$ cat src/hw/rtl/shamd_pkg.sv
// shared types, constants and round functions for the sha-256 digest unit
// no dependencies
`default_nettype none

package shamd_pkg;

   localparam int unsigned WORD_WIDTH   = 32;
   localparam int unsigned CHAIN_WORDS  = 8;
   localparam int unsigned BLOCK_BYTES  = 64;
   localparam int unsigned SCHED_WORDS  = 16;
   localparam int unsigned LENGTH_WIDTH = 61;
   localparam int unsigned FILL_WIDTH   = 6;
   localparam int unsigned ROUND_WIDTH  = 6;
   localparam int unsigned INDEX_WIDTH  = 3;

   localparam logic [7:0] PAD_MARKER = 8'h80;
   localparam logic [FILL_WIDTH-1:0] FILL_LAST   = 6'd63;
   localparam logic [FILL_WIDTH-1:0] FILL_LENGTH = 6'd56;
   localparam logic [ROUND_WIDTH-1:0] ROUND_LAST = 6'd63;
   localparam logic [INDEX_WIDTH-1:0] WORD_LAST  = 3'd7;

   typedef logic [WORD_WIDTH-1:0] word_type;
   typedef logic [CHAIN_WORDS-1:0][WORD_WIDTH-1:0] chain_type;

   localparam chain_type INITIAL_HASH = {
      32'h5be0cd19, 32'h1f83d9ab, 32'h9b05688c, 32'h510e527f,
      32'ha54ff53a, 32'h3c6ef372, 32'hbb67ae85, 32'h6a09e667
   };

   // source of the byte shifted into the block
   typedef enum logic [1:0] {
      BYTE_INPUT,
      BYTE_MARKER,
      BYTE_ZERO,
      BYTE_LENGTH
   } byte_sel_type;

   typedef struct packed {
      logic                   push;
      byte_sel_type           byte_sel;
      logic                   count_byte;
      logic                   start_block;
      logic                   round_en;
      logic [ROUND_WIDTH-1:0] round_idx;
      logic                   finish_block;
      logic                   restart;
      logic [INDEX_WIDTH-1:0] word_sel;
   } shamd_cmd_type;

   typedef struct packed {
      logic [FILL_WIDTH-1:0] fill;
   } shamd_status_type;

   function automatic word_type rotr(input word_type x, input int unsigned n);
      return (x >> n) | (x << (WORD_WIDTH - n));
   endfunction

   function automatic word_type big_sigma0(input word_type x);
      return rotr(x, 2) ^ rotr(x, 13) ^ rotr(x, 22);
   endfunction

   function automatic word_type big_sigma1(input word_type x);
      return rotr(x, 6) ^ rotr(x, 11) ^ rotr(x, 25);
   endfunction

   function automatic word_type small_sigma0(input word_type x);
      return rotr(x, 7) ^ rotr(x, 18) ^ (x >> 3);
   endfunction

   function automatic word_type small_sigma1(input word_type x);
      return rotr(x, 17) ^ rotr(x, 19) ^ (x >> 10);
   endfunction

   function automatic word_type round_k(input logic [ROUND_WIDTH-1:0] idx);
      word_type k;
      case (idx)
         6'd0:  k = 32'h428a2f98;  6'd1:  k = 32'h71374491;
         6'd2:  k = 32'hb5c0fbcf;  6'd3:  k = 32'he9b5dba5;
         6'd4:  k = 32'h3956c25b;  6'd5:  k = 32'h59f111f1;
         6'd6:  k = 32'h923f82a4;  6'd7:  k = 32'hab1c5ed5;
         6'd8:  k = 32'hd807aa98;  6'd9:  k = 32'h12835b01;
         6'd10: k = 32'h243185be;  6'd11: k = 32'h550c7dc3;
         6'd12: k = 32'h72be5d74;  6'd13: k = 32'h80deb1fe;
         6'd14: k = 32'h9bdc06a7;  6'd15: k = 32'hc19bf174;
         6'd16: k = 32'he49b69c1;  6'd17: k = 32'hefbe4786;
         6'd18: k = 32'h0fc19dc6;  6'd19: k = 32'h240ca1cc;
         6'd20: k = 32'h2de92c6f;  6'd21: k = 32'h4a7484aa;
         6'd22: k = 32'h5cb0a9dc;  6'd23: k = 32'h76f988da;
         6'd24: k = 32'h983e5152;  6'd25: k = 32'ha831c66d;
         6'd26: k = 32'hb00327c8;  6'd27: k = 32'hbf597fc7;
         6'd28: k = 32'hc6e00bf3;  6'd29: k = 32'hd5a79147;
         6'd30: k = 32'h06ca6351;  6'd31: k = 32'h14292967;
         6'd32: k = 32'h27b70a85;  6'd33: k = 32'h2e1b2138;
         6'd34: k = 32'h4d2c6dfc;  6'd35: k = 32'h53380d13;
         6'd36: k = 32'h650a7354;  6'd37: k = 32'h766a0abb;
         6'd38: k = 32'h81c2c92e;  6'd39: k = 32'h92722c85;
         6'd40: k = 32'ha2bfe8a1;  6'd41: k = 32'ha81a664b;
         6'd42: k = 32'hc24b8b70;  6'd43: k = 32'hc76c51a3;
         6'd44: k = 32'hd192e819;  6'd45: k = 32'hd6990624;
         6'd46: k = 32'hf40e3585;  6'd47: k = 32'h106aa070;
         6'd48: k = 32'h19a4c116;  6'd49: k = 32'h1e376c08;
         6'd50: k = 32'h2748774c;  6'd51: k = 32'h34b0bcb5;
         6'd52: k = 32'h391c0cb3;  6'd53: k = 32'h4ed8aa4a;
         6'd54: k = 32'h5b9cca4f;  6'd55: k = 32'h682e6ff3;
         6'd56: k = 32'h748f82ee;  6'd57: k = 32'h78a5636f;
         6'd58: k = 32'h84c87814;  6'd59: k = 32'h8cc70208;
         6'd60: k = 32'h90befffa;  6'd61: k = 32'ha4506ceb;
         6'd62: k = 32'hbef9a3f7;  default: k = 32'hc67178f2;
      endcase
      return k;
   endfunction

endpackage

`default_nettype wire

$ cat src/hw/rtl/shamd_req_if.sv
// request channel of the digest unit: one message byte and its flags per transfer
// depends on nothing
`default_nettype none

interface shamd_req_if;
   logic       valid;
   logic       ready;
   logic [7:0] data_byte;
   logic       byte_present;
   logic       end_of_message;

   modport source (output valid, data_byte, byte_present, end_of_message, input ready);
   modport sink (input valid, data_byte, byte_present, end_of_message, output ready);
endinterface

`default_nettype wire

$ cat src/hw/rtl/shamd_rsp_if.sv
// response channel of the digest unit: one digest word per transfer
// depends on nothing
`default_nettype none

interface shamd_rsp_if;
   logic        valid;
   logic        ready;
   logic [31:0] digest_word;
   logic [2:0]  word_index;
   logic        last_word;

   modport source (output valid, digest_word, word_index, last_word, input ready);
   modport sink (input valid, digest_word, word_index, last_word, output ready);
endinterface

`default_nettype wire

$ cat src/hw/rtl/sha256_message_digest_unit.sv
// SHA-256 message digest unit, top level
// Usage:
//   req_channel carries one message byte per transfer, with byte_present set
//   when data_byte is part of the message and end_of_message on the final
//   transfer. A transfer with end_of_message pads the message, finishes it
//   and then sends the digest on rsp_channel as eight 32-bit words, word 0
//   (most significant) first, last_word set on word 7.
//   The 64th byte of a block starts its compression: one round a cycle in the
//   round unit, then the chaining add. The final transfer is followed by the
//   padding bytes (9 to 72) and the compression of each padded block (one or
//   two), then by the eight digest transfers on rsp_channel.
//   req_channel.ready is low from the final transfer until the eighth digest
//   word is taken; a stalled rsp_channel holds the current word.
//   Reset clears the byte count and fill and loads the initial hash values;
//   the unit returns to the same state after each digest.
// Depends on shamd_pkg, shamd_req_if, shamd_rsp_if, shamd_ctrl, shamd_datapath.
`default_nettype none

module sha256_message_digest_unit (
   input  wire logic    clock,
   input  wire logic    reset,
   shamd_req_if.sink    req_channel,
   shamd_rsp_if.source  rsp_channel
);
   import shamd_pkg::*;

   shamd_cmd_type    cmd;
   shamd_status_type status;

   shamd_ctrl u_ctrl (
      .clock              (clock),
      .reset              (reset),
      .req_valid          (req_channel.valid),
      .req_ready          (req_channel.ready),
      .req_byte_present   (req_channel.byte_present),
      .req_end_of_message (req_channel.end_of_message),
      .rsp_valid          (rsp_channel.valid),
      .rsp_ready          (rsp_channel.ready),
      .cmd                (cmd),
      .status             (status)
   );

   shamd_datapath u_datapath (
      .clock           (clock),
      .reset           (reset),
      .cmd             (cmd),
      .status          (status),
      .req_data_byte   (req_channel.data_byte),
      .rsp_digest_word (rsp_channel.digest_word),
      .rsp_word_index  (rsp_channel.word_index),
      .rsp_last_word   (rsp_channel.last_word)
   );

endmodule

`default_nettype wire

$ cat src/hw/rtl/shamd_ctrl.sv
// controller of the digest unit: absorb, compression rounds, padding, digest output
// depends on shamd_pkg
`default_nettype none

module shamd_ctrl (
   input  wire logic                        clock,
   input  wire logic                        reset,
   input  wire logic                        req_valid,
   output logic                             req_ready,
   input  wire logic                        req_byte_present,
   input  wire logic                        req_end_of_message,
   output logic                             rsp_valid,
   input  wire logic                        rsp_ready,
   output shamd_pkg::shamd_cmd_type         cmd,
   input  wire shamd_pkg::shamd_status_type status
);
   import shamd_pkg::*;

   typedef enum logic [2:0] {
      ST_IDLE,
      ST_ROUND,
      ST_FINISH,
      ST_PAD,
      ST_OUTPUT
   } state_type;

   typedef enum logic [1:0] {
      PH_MARKER,
      PH_ZERO,
      PH_LENGTH
   } phase_type;

   state_type              state_ff, state_in;
   phase_type              phase_ff, phase_in;
   logic                   ending_ff, ending_in;
   logic                   len_done_ff, len_done_in;
   logic [ROUND_WIDTH-1:0] round_ff, round_in;
   logic [INDEX_WIDTH-1:0] word_ff, word_in;
   logic                   fill_last;

   assign fill_last = (status.fill == FILL_LAST);
   assign req_ready = (state_ff == ST_IDLE);
   assign rsp_valid = (state_ff == ST_OUTPUT);

   always_comb begin
      state_in    = state_ff;
      phase_in    = phase_ff;
      ending_in   = ending_ff;
      len_done_in = len_done_ff;
      round_in    = round_ff;
      word_in     = word_ff;
      cmd         = '0;
      cmd.byte_sel  = BYTE_INPUT;
      cmd.round_idx = round_ff;
      cmd.word_sel  = word_ff;

      unique case (state_ff)
         ST_IDLE: begin
            if (req_valid) begin
               ending_in   = req_end_of_message;
               len_done_in = 1'b0;
               phase_in    = PH_MARKER;
               if (req_byte_present) begin
                  cmd.push       = 1'b1;
                  cmd.count_byte = 1'b1;
                  if (fill_last) begin
                     cmd.start_block = 1'b1;
                     round_in        = '0;
                     state_in        = ST_ROUND;
                  end else if (req_end_of_message) begin
                     state_in = ST_PAD;
                  end
               end else if (req_end_of_message) begin
                  state_in = ST_PAD;
               end
            end
         end
         ST_ROUND: begin
            cmd.round_en = 1'b1;
            round_in     = round_ff + 1'b1;
            if (round_ff == ROUND_LAST) begin
               state_in = ST_FINISH;
            end
         end
         ST_FINISH: begin
            cmd.finish_block = 1'b1;
            if (!ending_ff) begin
               state_in = ST_IDLE;
            end else if (len_done_ff) begin
               word_in  = '0;
               state_in = ST_OUTPUT;
            end else begin
               state_in = ST_PAD;
            end
         end
         ST_PAD: begin
            cmd.push = 1'b1;
            unique case (phase_ff)
               PH_MARKER: begin
                  cmd.byte_sel = BYTE_MARKER;
                  phase_in     = PH_ZERO;
               end
               PH_ZERO: begin
                  // zeros until byte 56 of a block, then the bit length
                  if (status.fill == FILL_LENGTH) begin
                     cmd.byte_sel = BYTE_LENGTH;
                     phase_in     = PH_LENGTH;
                  end else begin
                     cmd.byte_sel = BYTE_ZERO;
                  end
               end
               PH_LENGTH: begin
                  cmd.byte_sel = BYTE_LENGTH;
               end
               default: begin
                  cmd.byte_sel = BYTE_ZERO;
               end
            endcase
            if (fill_last) begin
               cmd.start_block = 1'b1;
               round_in        = '0;
               len_done_in     = (phase_ff == PH_LENGTH);
               state_in        = ST_ROUND;
            end
         end
         ST_OUTPUT: begin
            if (rsp_ready) begin
               word_in = word_ff + 1'b1;
               if (word_ff == WORD_LAST) begin
                  cmd.restart = 1'b1;
                  state_in    = ST_IDLE;
               end
            end
         end
         default: begin
            state_in = ST_IDLE;
         end
      endcase
   end

   always_ff @(posedge clock) begin
      if (reset) begin
         state_ff    <= ST_IDLE;
         phase_ff    <= PH_MARKER;
         ending_ff   <= 1'b0;
         len_done_ff <= 1'b0;
         round_ff    <= '0;
         word_ff     <= '0;
      end else begin
         state_ff    <= state_in;
         phase_ff    <= phase_in;
         ending_ff   <= ending_in;
         len_done_ff <= len_done_in;
         round_ff    <= round_in;
         word_ff     <= word_in;
      end
   end

endmodule

`default_nettype wire

$ cat src/hw/rtl/shamd_datapath.sv
// datapath of the digest unit: block shift line, message schedule, round
// registers, chaining words and byte count; depends on shamd_pkg
`default_nettype none

module shamd_datapath (
   input  wire logic                       clock,
   input  wire logic                       reset,
   input  wire shamd_pkg::shamd_cmd_type   cmd,
   output shamd_pkg::shamd_status_type     status,
   input  wire logic [7:0]                 req_data_byte,
   output logic [shamd_pkg::WORD_WIDTH-1:0]  rsp_digest_word,
   output logic [shamd_pkg::INDEX_WIDTH-1:0] rsp_word_index,
   output logic                            rsp_last_word
);
   import shamd_pkg::*;

   // block bytes and then the message schedule share one 16-word shift line
   word_type                w_ff [SCHED_WORDS];
   chain_type               chain_ff;
   chain_type               v_ff;
   logic [LENGTH_WIDTH-1:0] len_ff;
   logic [FILL_WIDTH-1:0]   fill_ff;

   logic [7:0]  push_byte;
   logic [63:0] bit_length;
   word_type    new_w, t1, t2;

   assign bit_length = {len_ff, 3'b000};
   assign status.fill = fill_ff;

   always_comb begin
      case (cmd.byte_sel)
         BYTE_INPUT:  push_byte = req_data_byte;
         BYTE_MARKER: push_byte = PAD_MARKER;
         BYTE_LENGTH: push_byte = 8'(bit_length >> (7'd56 - {1'b0, fill_ff[2:0], 3'b000}));
         default:     push_byte = 8'h00;
      endcase
   end

   assign new_w = w_ff[0] + small_sigma0(w_ff[1]) + w_ff[9] + small_sigma1(w_ff[14]);

   // v_ff[0] is a, v_ff[7] is h
   assign t1 = v_ff[7] + big_sigma1(v_ff[4])
             + ((v_ff[4] & v_ff[5]) ^ (~v_ff[4] & v_ff[6]))
             + round_k(cmd.round_idx) + w_ff[0];
   assign t2 = big_sigma0(v_ff[0])
             + ((v_ff[0] & v_ff[1]) ^ (v_ff[0] & v_ff[2]) ^ (v_ff[1] & v_ff[2]));

   always_ff @(posedge clock) begin
      if (cmd.push) begin
         for (int i = 0; i < SCHED_WORDS - 1; i++) begin
            w_ff[i] <= {w_ff[i][WORD_WIDTH-9:0], w_ff[i+1][WORD_WIDTH-1 -: 8]};
         end
         w_ff[SCHED_WORDS-1] <= {w_ff[SCHED_WORDS-1][WORD_WIDTH-9:0], push_byte};
      end else if (cmd.round_en) begin
         for (int i = 0; i < SCHED_WORDS - 1; i++) begin
            w_ff[i] <= w_ff[i+1];
         end
         w_ff[SCHED_WORDS-1] <= new_w;
      end
   end

   always_ff @(posedge clock) begin
      if (cmd.start_block) begin
         v_ff <= chain_ff;
      end else if (cmd.round_en) begin
         v_ff[7] <= v_ff[6];
         v_ff[6] <= v_ff[5];
         v_ff[5] <= v_ff[4];
         v_ff[4] <= v_ff[3] + t1;
         v_ff[3] <= v_ff[2];
         v_ff[2] <= v_ff[1];
         v_ff[1] <= v_ff[0];
         v_ff[0] <= t1 + t2;
      end
   end

   always_ff @(posedge clock) begin
      if (reset || cmd.restart) begin
         chain_ff <= INITIAL_HASH;
         len_ff   <= '0;
         fill_ff  <= '0;
      end else begin
         if (cmd.finish_block) begin
            for (int i = 0; i < CHAIN_WORDS; i++) begin
               chain_ff[i] <= chain_ff[i] + v_ff[i];
            end
         end
         if (cmd.count_byte) begin
            len_ff <= len_ff + 1'b1;
         end
         if (cmd.push) begin
            fill_ff <= fill_ff + 1'b1;
         end
      end
   end

   assign rsp_digest_word = chain_ff[cmd.word_sel];
   assign rsp_word_index  = cmd.word_sel;
   assign rsp_last_word   = (cmd.word_sel == WORD_LAST);

endmodule

`default_nettype wire

$ cat src/flat_wrapper.sv
// flat-port wrapper written by rule: the top's interface ports become plain ports
module sha256_message_digest_unit_flat import shamd_pkg::*;
  (clock, reset, req_channel_valid, req_channel_data_byte, req_channel_byte_present, req_channel_end_of_message, req_channel_ready, rsp_channel_valid, rsp_channel_digest_word, rsp_channel_word_index, rsp_channel_last_word, rsp_channel_ready);
  shamd_req_if req_channel_i ();
  shamd_rsp_if rsp_channel_i ();
  input  wire logic clock;
  input  wire logic reset;
  input wire logic [$bits(req_channel_i.valid)-1:0] req_channel_valid;
  input wire logic [$bits(req_channel_i.data_byte)-1:0] req_channel_data_byte;
  input wire logic [$bits(req_channel_i.byte_present)-1:0] req_channel_byte_present;
  input wire logic [$bits(req_channel_i.end_of_message)-1:0] req_channel_end_of_message;
  output wire logic [$bits(req_channel_i.ready)-1:0] req_channel_ready;
  output wire logic [$bits(rsp_channel_i.valid)-1:0] rsp_channel_valid;
  output wire logic [$bits(rsp_channel_i.digest_word)-1:0] rsp_channel_digest_word;
  output wire logic [$bits(rsp_channel_i.word_index)-1:0] rsp_channel_word_index;
  output wire logic [$bits(rsp_channel_i.last_word)-1:0] rsp_channel_last_word;
  input wire logic [$bits(rsp_channel_i.ready)-1:0] rsp_channel_ready;
  assign req_channel_i.valid = req_channel_valid;
  assign req_channel_i.data_byte = req_channel_data_byte;
  assign req_channel_i.byte_present = req_channel_byte_present;
  assign req_channel_i.end_of_message = req_channel_end_of_message;
  assign req_channel_ready = req_channel_i.ready;
  assign rsp_channel_valid = rsp_channel_i.valid;
  assign rsp_channel_digest_word = rsp_channel_i.digest_word;
  assign rsp_channel_word_index = rsp_channel_i.word_index;
  assign rsp_channel_last_word = rsp_channel_i.last_word;
  assign rsp_channel_i.ready = rsp_channel_ready;
  sha256_message_digest_unit u_core (.clock(clock), .reset(reset), .req_channel(req_channel_i), .rsp_channel(rsp_channel_i));
endmodule
$ cat config.mk
export PLATFORM = sky130hd
export DESIGN_NAME = sha256_message_digest_unit_flat
export DESIGN_NICKNAME = d
export VERILOG_FILES = /design/src/hw/rtl/shamd_pkg.sv /design/src/hw/rtl/shamd_req_if.sv /design/src/hw/rtl/shamd_rsp_if.sv /design/src/hw/rtl/sha256_message_digest_unit.sv /design/src/hw/rtl/shamd_ctrl.sv /design/src/hw/rtl/shamd_datapath.sv /design/src/flat_wrapper.sv
export SDC_FILE = /design/constraint.sdc
export NUM_CORES = 2
export LEC_CHECK = 0
export BUFFER_PORTS_ARGS = -buffer_cell sky130_fd_sc_hd__buf_2
export CAP_MARGIN = 20
export CORE_ASPECT_RATIO = 1.5
export CORE_MARGIN = 3
export CORE_UTILIZATION = 59
export CTS_CLUSTER_SIZE = 40
export DETAILED_ROUTE_END_ITERATION = 8
export GPL_TIMING_DRIVEN = 1
export PLACE_DENSITY = 0.76
export SYNTH_ARGS = -nofsm -noshare
export SYNTH_HDL_FRONTEND = slang
export SYNTH_HIERARCHICAL = 1
export SYNTH_SLANG_ARGS = --single-unit
export TNS_END_PERCENT = 30
$ cat constraint.sdc
create_clock -name clock -period 8.8 [get_ports clock]
set_clock_uncertainty 0.05 [all_clocks]
set_input_delay 0.88 -clock clock [delete_from_list [all_inputs] [get_ports clock]]
set_output_delay 0.88 -clock clock [all_outputs]
set_load 0.03 [all_outputs]
; Word-level counts from Yosys, hierarchy flattened
; Memory sizes are Yosys's and may differ from the RTL's. A register that Yosys moved wholly into a read port is not among the register bits.
; Cells that the tools add are included.
[word_totals]
ff_bits = 595
ram_bits = 512
rom_bits = 2048
word_cells = 200
memories = 2
[memory_table]
columns = name, depth, word_bits, rd, rd_ports_with_merged_regs, wr, line
row1 = (name not given), 64, 32, 1, 1, 0, shamd_pkg.sv:76  ; case (idx)
row2 = u_core.u_datapath.w_ff, 16, 32, 16, 0, 16, shamd_datapath.sv:18  ; word_type w_ff [SCHED_WORDS];
[op_classes]
n_addsub = 23
magnitude_cmp = 1
eq_ne = 22
n_shift = 1
mux = 70
bitwise = 43
reduce_logical = 14
[ops]
columns = op, count
row1 = 32-bit adder, 18
row2 = 32-bit two-way mux, 17
row3 = 256-bit two-way mux, 2
row4 = 32-bit bitwise XOR, 9
row5 = 32-bit AND, 5
row6 = 32-bit binary-select mux with 3-bit select, 1
row7 = 64-bit by 7-bit >> shifter with 8-bit output, 1
row8 = "61-bit by 1-bit adder with 61-bit output, second input constant", 1
row9 = 3-bit two-way mux, 13
row10 = 32-bit inverter, 1
row11 = 10-bit by 32-bit OR with 32-bit output, 1
row12 = 13-bit by 32-bit OR with 32-bit output, 1
row13 = 14-bit by 32-bit OR with 32-bit output, 1
row14 = 15-bit by 32-bit OR with 32-bit output, 1
row15 = 19-bit by 32-bit OR with 32-bit output, 1
row16 = 21-bit by 32-bit OR with 32-bit output, 1
row17 = 25-bit by 32-bit OR with 32-bit output, 1
row18 = 26-bit by 32-bit OR with 32-bit output, 1
row19 = 30-bit by 32-bit OR with 32-bit output, 1
row20 = 7-bit by 32-bit OR with 32-bit output, 1
row21 = 32-bit by 22-bit bitwise XOR with 32-bit output, 1
row22 = 32-bit by 29-bit bitwise XOR with 32-bit output, 1
row23 = 6-bit two-way mux, 5
row24 = 8-bit case mux with 3 select lines, 1
row25 = other kinds (32), 88

; Depth between registers and ports, before layout
[depth]
word_depth = 10
mapped_depth = 39

; Cells and area by module
; The synthesis kept the hierarchy.
[modules_own_cells]
columns = mod, n_inst, cells_each, area_per_inst_um2, seq_area_each_um2
row1 = shamd_datapath, 1, 6836, 73519.3, 29528.3
row2 = shamd_ctrl, 1, 117, 982.2, 320.3

; Least setup slack after synthesis
; Ideal clock, no wire load.
[synth_path]
path_kind = in2reg
startpoint = input port req_channel_valid
endpoint = memory u_core/u_datapath/w_ff[0][0] in the netlist's numbering, enable pin
setup_ns = 0.667
arrival_ns = 8.318
required_time_ns = 8.083
slack_ns = -0.235
stages = 6
path_buffers = 3
path_cell_list = nand4bb_1 -> a21oi_1 -> clkbuf_1 -> clkbuf_1 -> clkbuf_1 -> or2_2
[synth_rtl]
columns = item, line
row1 = start: declaration, flat_wrapper.sv:8  ; input wire logic [$bits(req_channel_i.valid)-1:0] req_channel_valid;
row2 = end: declaration, shamd_datapath.sv:18

==> impl_metrics.toml <==
[placed_design]
routabilityCongestion = 1.02
port_buffers = 51
dp_hpwl_um = 175000
dpl.cell_count = 8460

[clock_tree]
cts_root_buf = "clkbuf_16"
cts_max_path_buffers = 3
cts.sinks = 1107
cts_buffers = 110
insertion_delay_ns = 0.77
cts_tree = "done"
htree_num_levels = 3
clk_pin_slew_worst_paths_ns = 0.07

[worst_setup_path]
crit_arrival_ns = 8.76
critPathLaunch = "u_core/u_ctrl/round_ff[1]$_SDFFE_PP0P_"
cp_common_cell = "o21ai_0"
ff2ff_path_depth = 39
reg2reg_to = "u_core/u_datapath/v_ff[25]$_DFFE_PP_"
cp-start-kind = "flop"
path_max_fanout = 14
slowest_delay_ns = 0.67
regToRegSetupSlack_ns = 0.46
path_class = "reg2reg"
cpMaxStageDelayCell = "a2111oi_1"
crit-reg2reg-launch = "u_core/u_ctrl/round_ff[1]$_SDFFE_PP0P_"
required_ns = 9.22
cp-end-kind = "flop"

[synthesis]
synth-main-ff-cell = "edfxtp_1"
yosys.area_share.simple = 0.0932
async_reset_ff_frac = 0
synthTopCellsByArea = "edfxtp_1 31%, mux2_2 11%, dfxtp_1 9.1%"
yosys.area_share.adder = 0.119
yosys.cell_types.count = 104
synth_area_sq_um = 74500
synth_compound_area_frac = 0.132
ys_seq_area_frac = 0.401
synth_top_area_cell = "edfxtp_1"
post_synth.cell_area_avg_sq_um = 10.7
yosysWarnings = 6
synth_top_area_frac = 0.310
synth_xor_area_frac = 0.0728
synthMuxAreaShare = 0.147
synth_top_family_by_area = "multiplexers"
synth_seq_cells = 1107
synthCells = 6953
synth_edf_count = 768
syn_nets = 7553

[die]
die_h_um = 441
start_util = 0.594
die_x_um = 296
core_sq_um = 125000
rows = 159
die-area_sq_um = 131000
io_pins = 52

[drt]
drtIter0Drc = 4219
antenna_left = 0
via_count = 55200
routed_via_density = 6.36
drc_errors = 0
avgRoutedWirePerCell_um = 26.7
drt_wl_total_um = 232000
first_pass_iters = 6

[grt]
grtUsageTotal = 0.352
grt_pass1_wl_um = 342000
globalRoute.totalOverflow = 0
grt_pass1_vias = 55700
antenna_found_initial = 4
grt_max_degree = 211

[worst_hold_path]
hold_path_class = "in2reg"
hold_start = "req_channel_end_of_message"
hold-path-endpoint = "u_core/u_ctrl/ending_ff$_SDFFE_PP0P_"
whs_path_depth = 3

[layout]
mostFrequentLayoutCell = "edfxtp_1"
layout_common_cells = "768 x edfxtp_1, 709 x mux2_2, 450 x o21ai_0"
area_delta_synth_final_pct = 8.65
drive_gt1_frac = 0.189
final_cells = 8672
finalNetCount = 7563

[sta]
slew_viol_final = 0
worstMarginPinSlew_ns = 1.23
fmax_ghz = 0.120
slew-limit-headroom = 0.160
fin_crit_sh = 0.948
period_minus_slack_ns = 8.34
finalHoldViolations = 0
setup_viol = 0
hold_ws_ns = 0.339

[flow_run]
drv_cap = 0

[run_status]
status = "completed"
[Yosys cell counts, types with 195 or more instances]
| cell | number |
|---|---|
| o21ai_0 | 452 |
| inv_1 | 332 |
| xnor2_1 | 404 |
| a21oi_1 | 423 |
| clkbuf_1 | 319 |
| dfxtp_1 | 339 |
| fa_1 | 195 |
| edfxtp_1 | 768 |
| mux2_2 | 709 |
| ha_1 | 391 |
| nor2_1 | 441 |
| xor2_1 | 215 |
| nand2_1 | 434 |
[cells by family (layout without fill, tap and decap cells)]
group	count (synthesis)	count (layout)
other	0	2
AND/OR/NAND/NOR	1470	1470
multiplexers	904	904
flip-flops	1107	1107
buffers and inverters	699	806
AO/OA/AOI/OAI	1564	1564
adder cells (fa/ha/maj)	590	590
XOR/XNOR	619	619
[final cells by class]
| type | count | area (sq um) |
|---|---|---|
| Fill cell | 9869 | 44400 |
| Multi-Input combinational cell | 5147 | 42100 |
| Sequential cell | 1107 | 29900 |
| Clock buffer | 133 | 2940 |
| Tap cell | 1610 | 2010 |
| Timing Repair Buffer | 264 | 2010 |
| Inverter | 333 | 1260 |
| Clock inverter | 76 | 736 |
| Antenna cell | 2 | 5.00 |
[worst max-delay path: cells and delay by family, from the launching register on]
family | cells | cell delay (ns)
adders and majority gates | 7 | 2.76
AOI/OAI and AO/OA | 16 | 2.78
xor gates and xnor gates | 2 | 0.33
DFF | 1 | 0.38
and+or+nand+nor | 8 | 1.10
buffers and inverters | 6 | 0.62
[through the flow]
step                      setup TNS [ns]  cell area, sq um  setup WS (ns)  utilization
final                                  0             80900          0.457        0.646
after global placement                 0             77200          0.231        0.616
after floorplan                        0             74500          0.439            -
after detailed placement               0             77200          0.108        0.616
after global routing            -0.00935             80900       -0.00935        0.646
after CTS                              0             80800         0.0834        0.645
[state kept, by name (all words and copies together) (netlist names), 3 cells and up]
| signal | flops |
|---|---|
| u_core/u_ctrl/state_ff | 3 |
| u_core/u_datapath/chain_ff | 256 |
| u_core/u_ctrl/word_ff | 3 |
| u_core/u_ctrl/round_ff | 6 |
| u_core/u_datapath/status | 6 |
| u_core/u_datapath/w_ff | 512 |
| u_core/u_datapath/v_ff | 256 |
| u_core/u_datapath/len_ff | 61 |
[per-layer routing]
layer  GRT usage  vias to the layer above  part of all wire
met3      0.0476                      730             0.050
met5           0                        -          0.000047
li1            -                    25300                 -
met4       0.306                        2              0.10
met1       0.365                    27200              0.34
met2       0.624                     1965              0.51
[worst max-delay path by stage]
| stage | endpoint | depth (start not counted) |
|---|---|---|
| finish | u_core/u_datapath/v_ff[25]$_DFFE_PP_ | 39 |
| global route | u_core/u_datapath/v_ff[31]$_DFFE_PP_ | 39 |
| CTS | u_core/u_datapath/v_ff[30]$_DFFE_PP_ | 39 |
| detailed placement | u_core/u_datapath/v_ff[30]$_DFFE_PP_ | 39 |
| global placement | u_core/u_datapath/v_ff[30]$_DFFE_PP_ | 38 |
| floorplan | u_core/u_datapath/v_ff[31]$_DFFE_PP_ | 38 |
[repair_timing]
| item | in CTS | in global routing |
|---|---|---|
| endpoints found under the setup margin | 0 | 8 |
| buffers inserted | 0 | 1 |
| hold buffers | 0 | 0 |
| gates resized for setup | 0 | 16 |
Power is left out: the tool's default activity adds up to more than one toggle a clock period on the data nets, which glitch-free logic cannot reach.
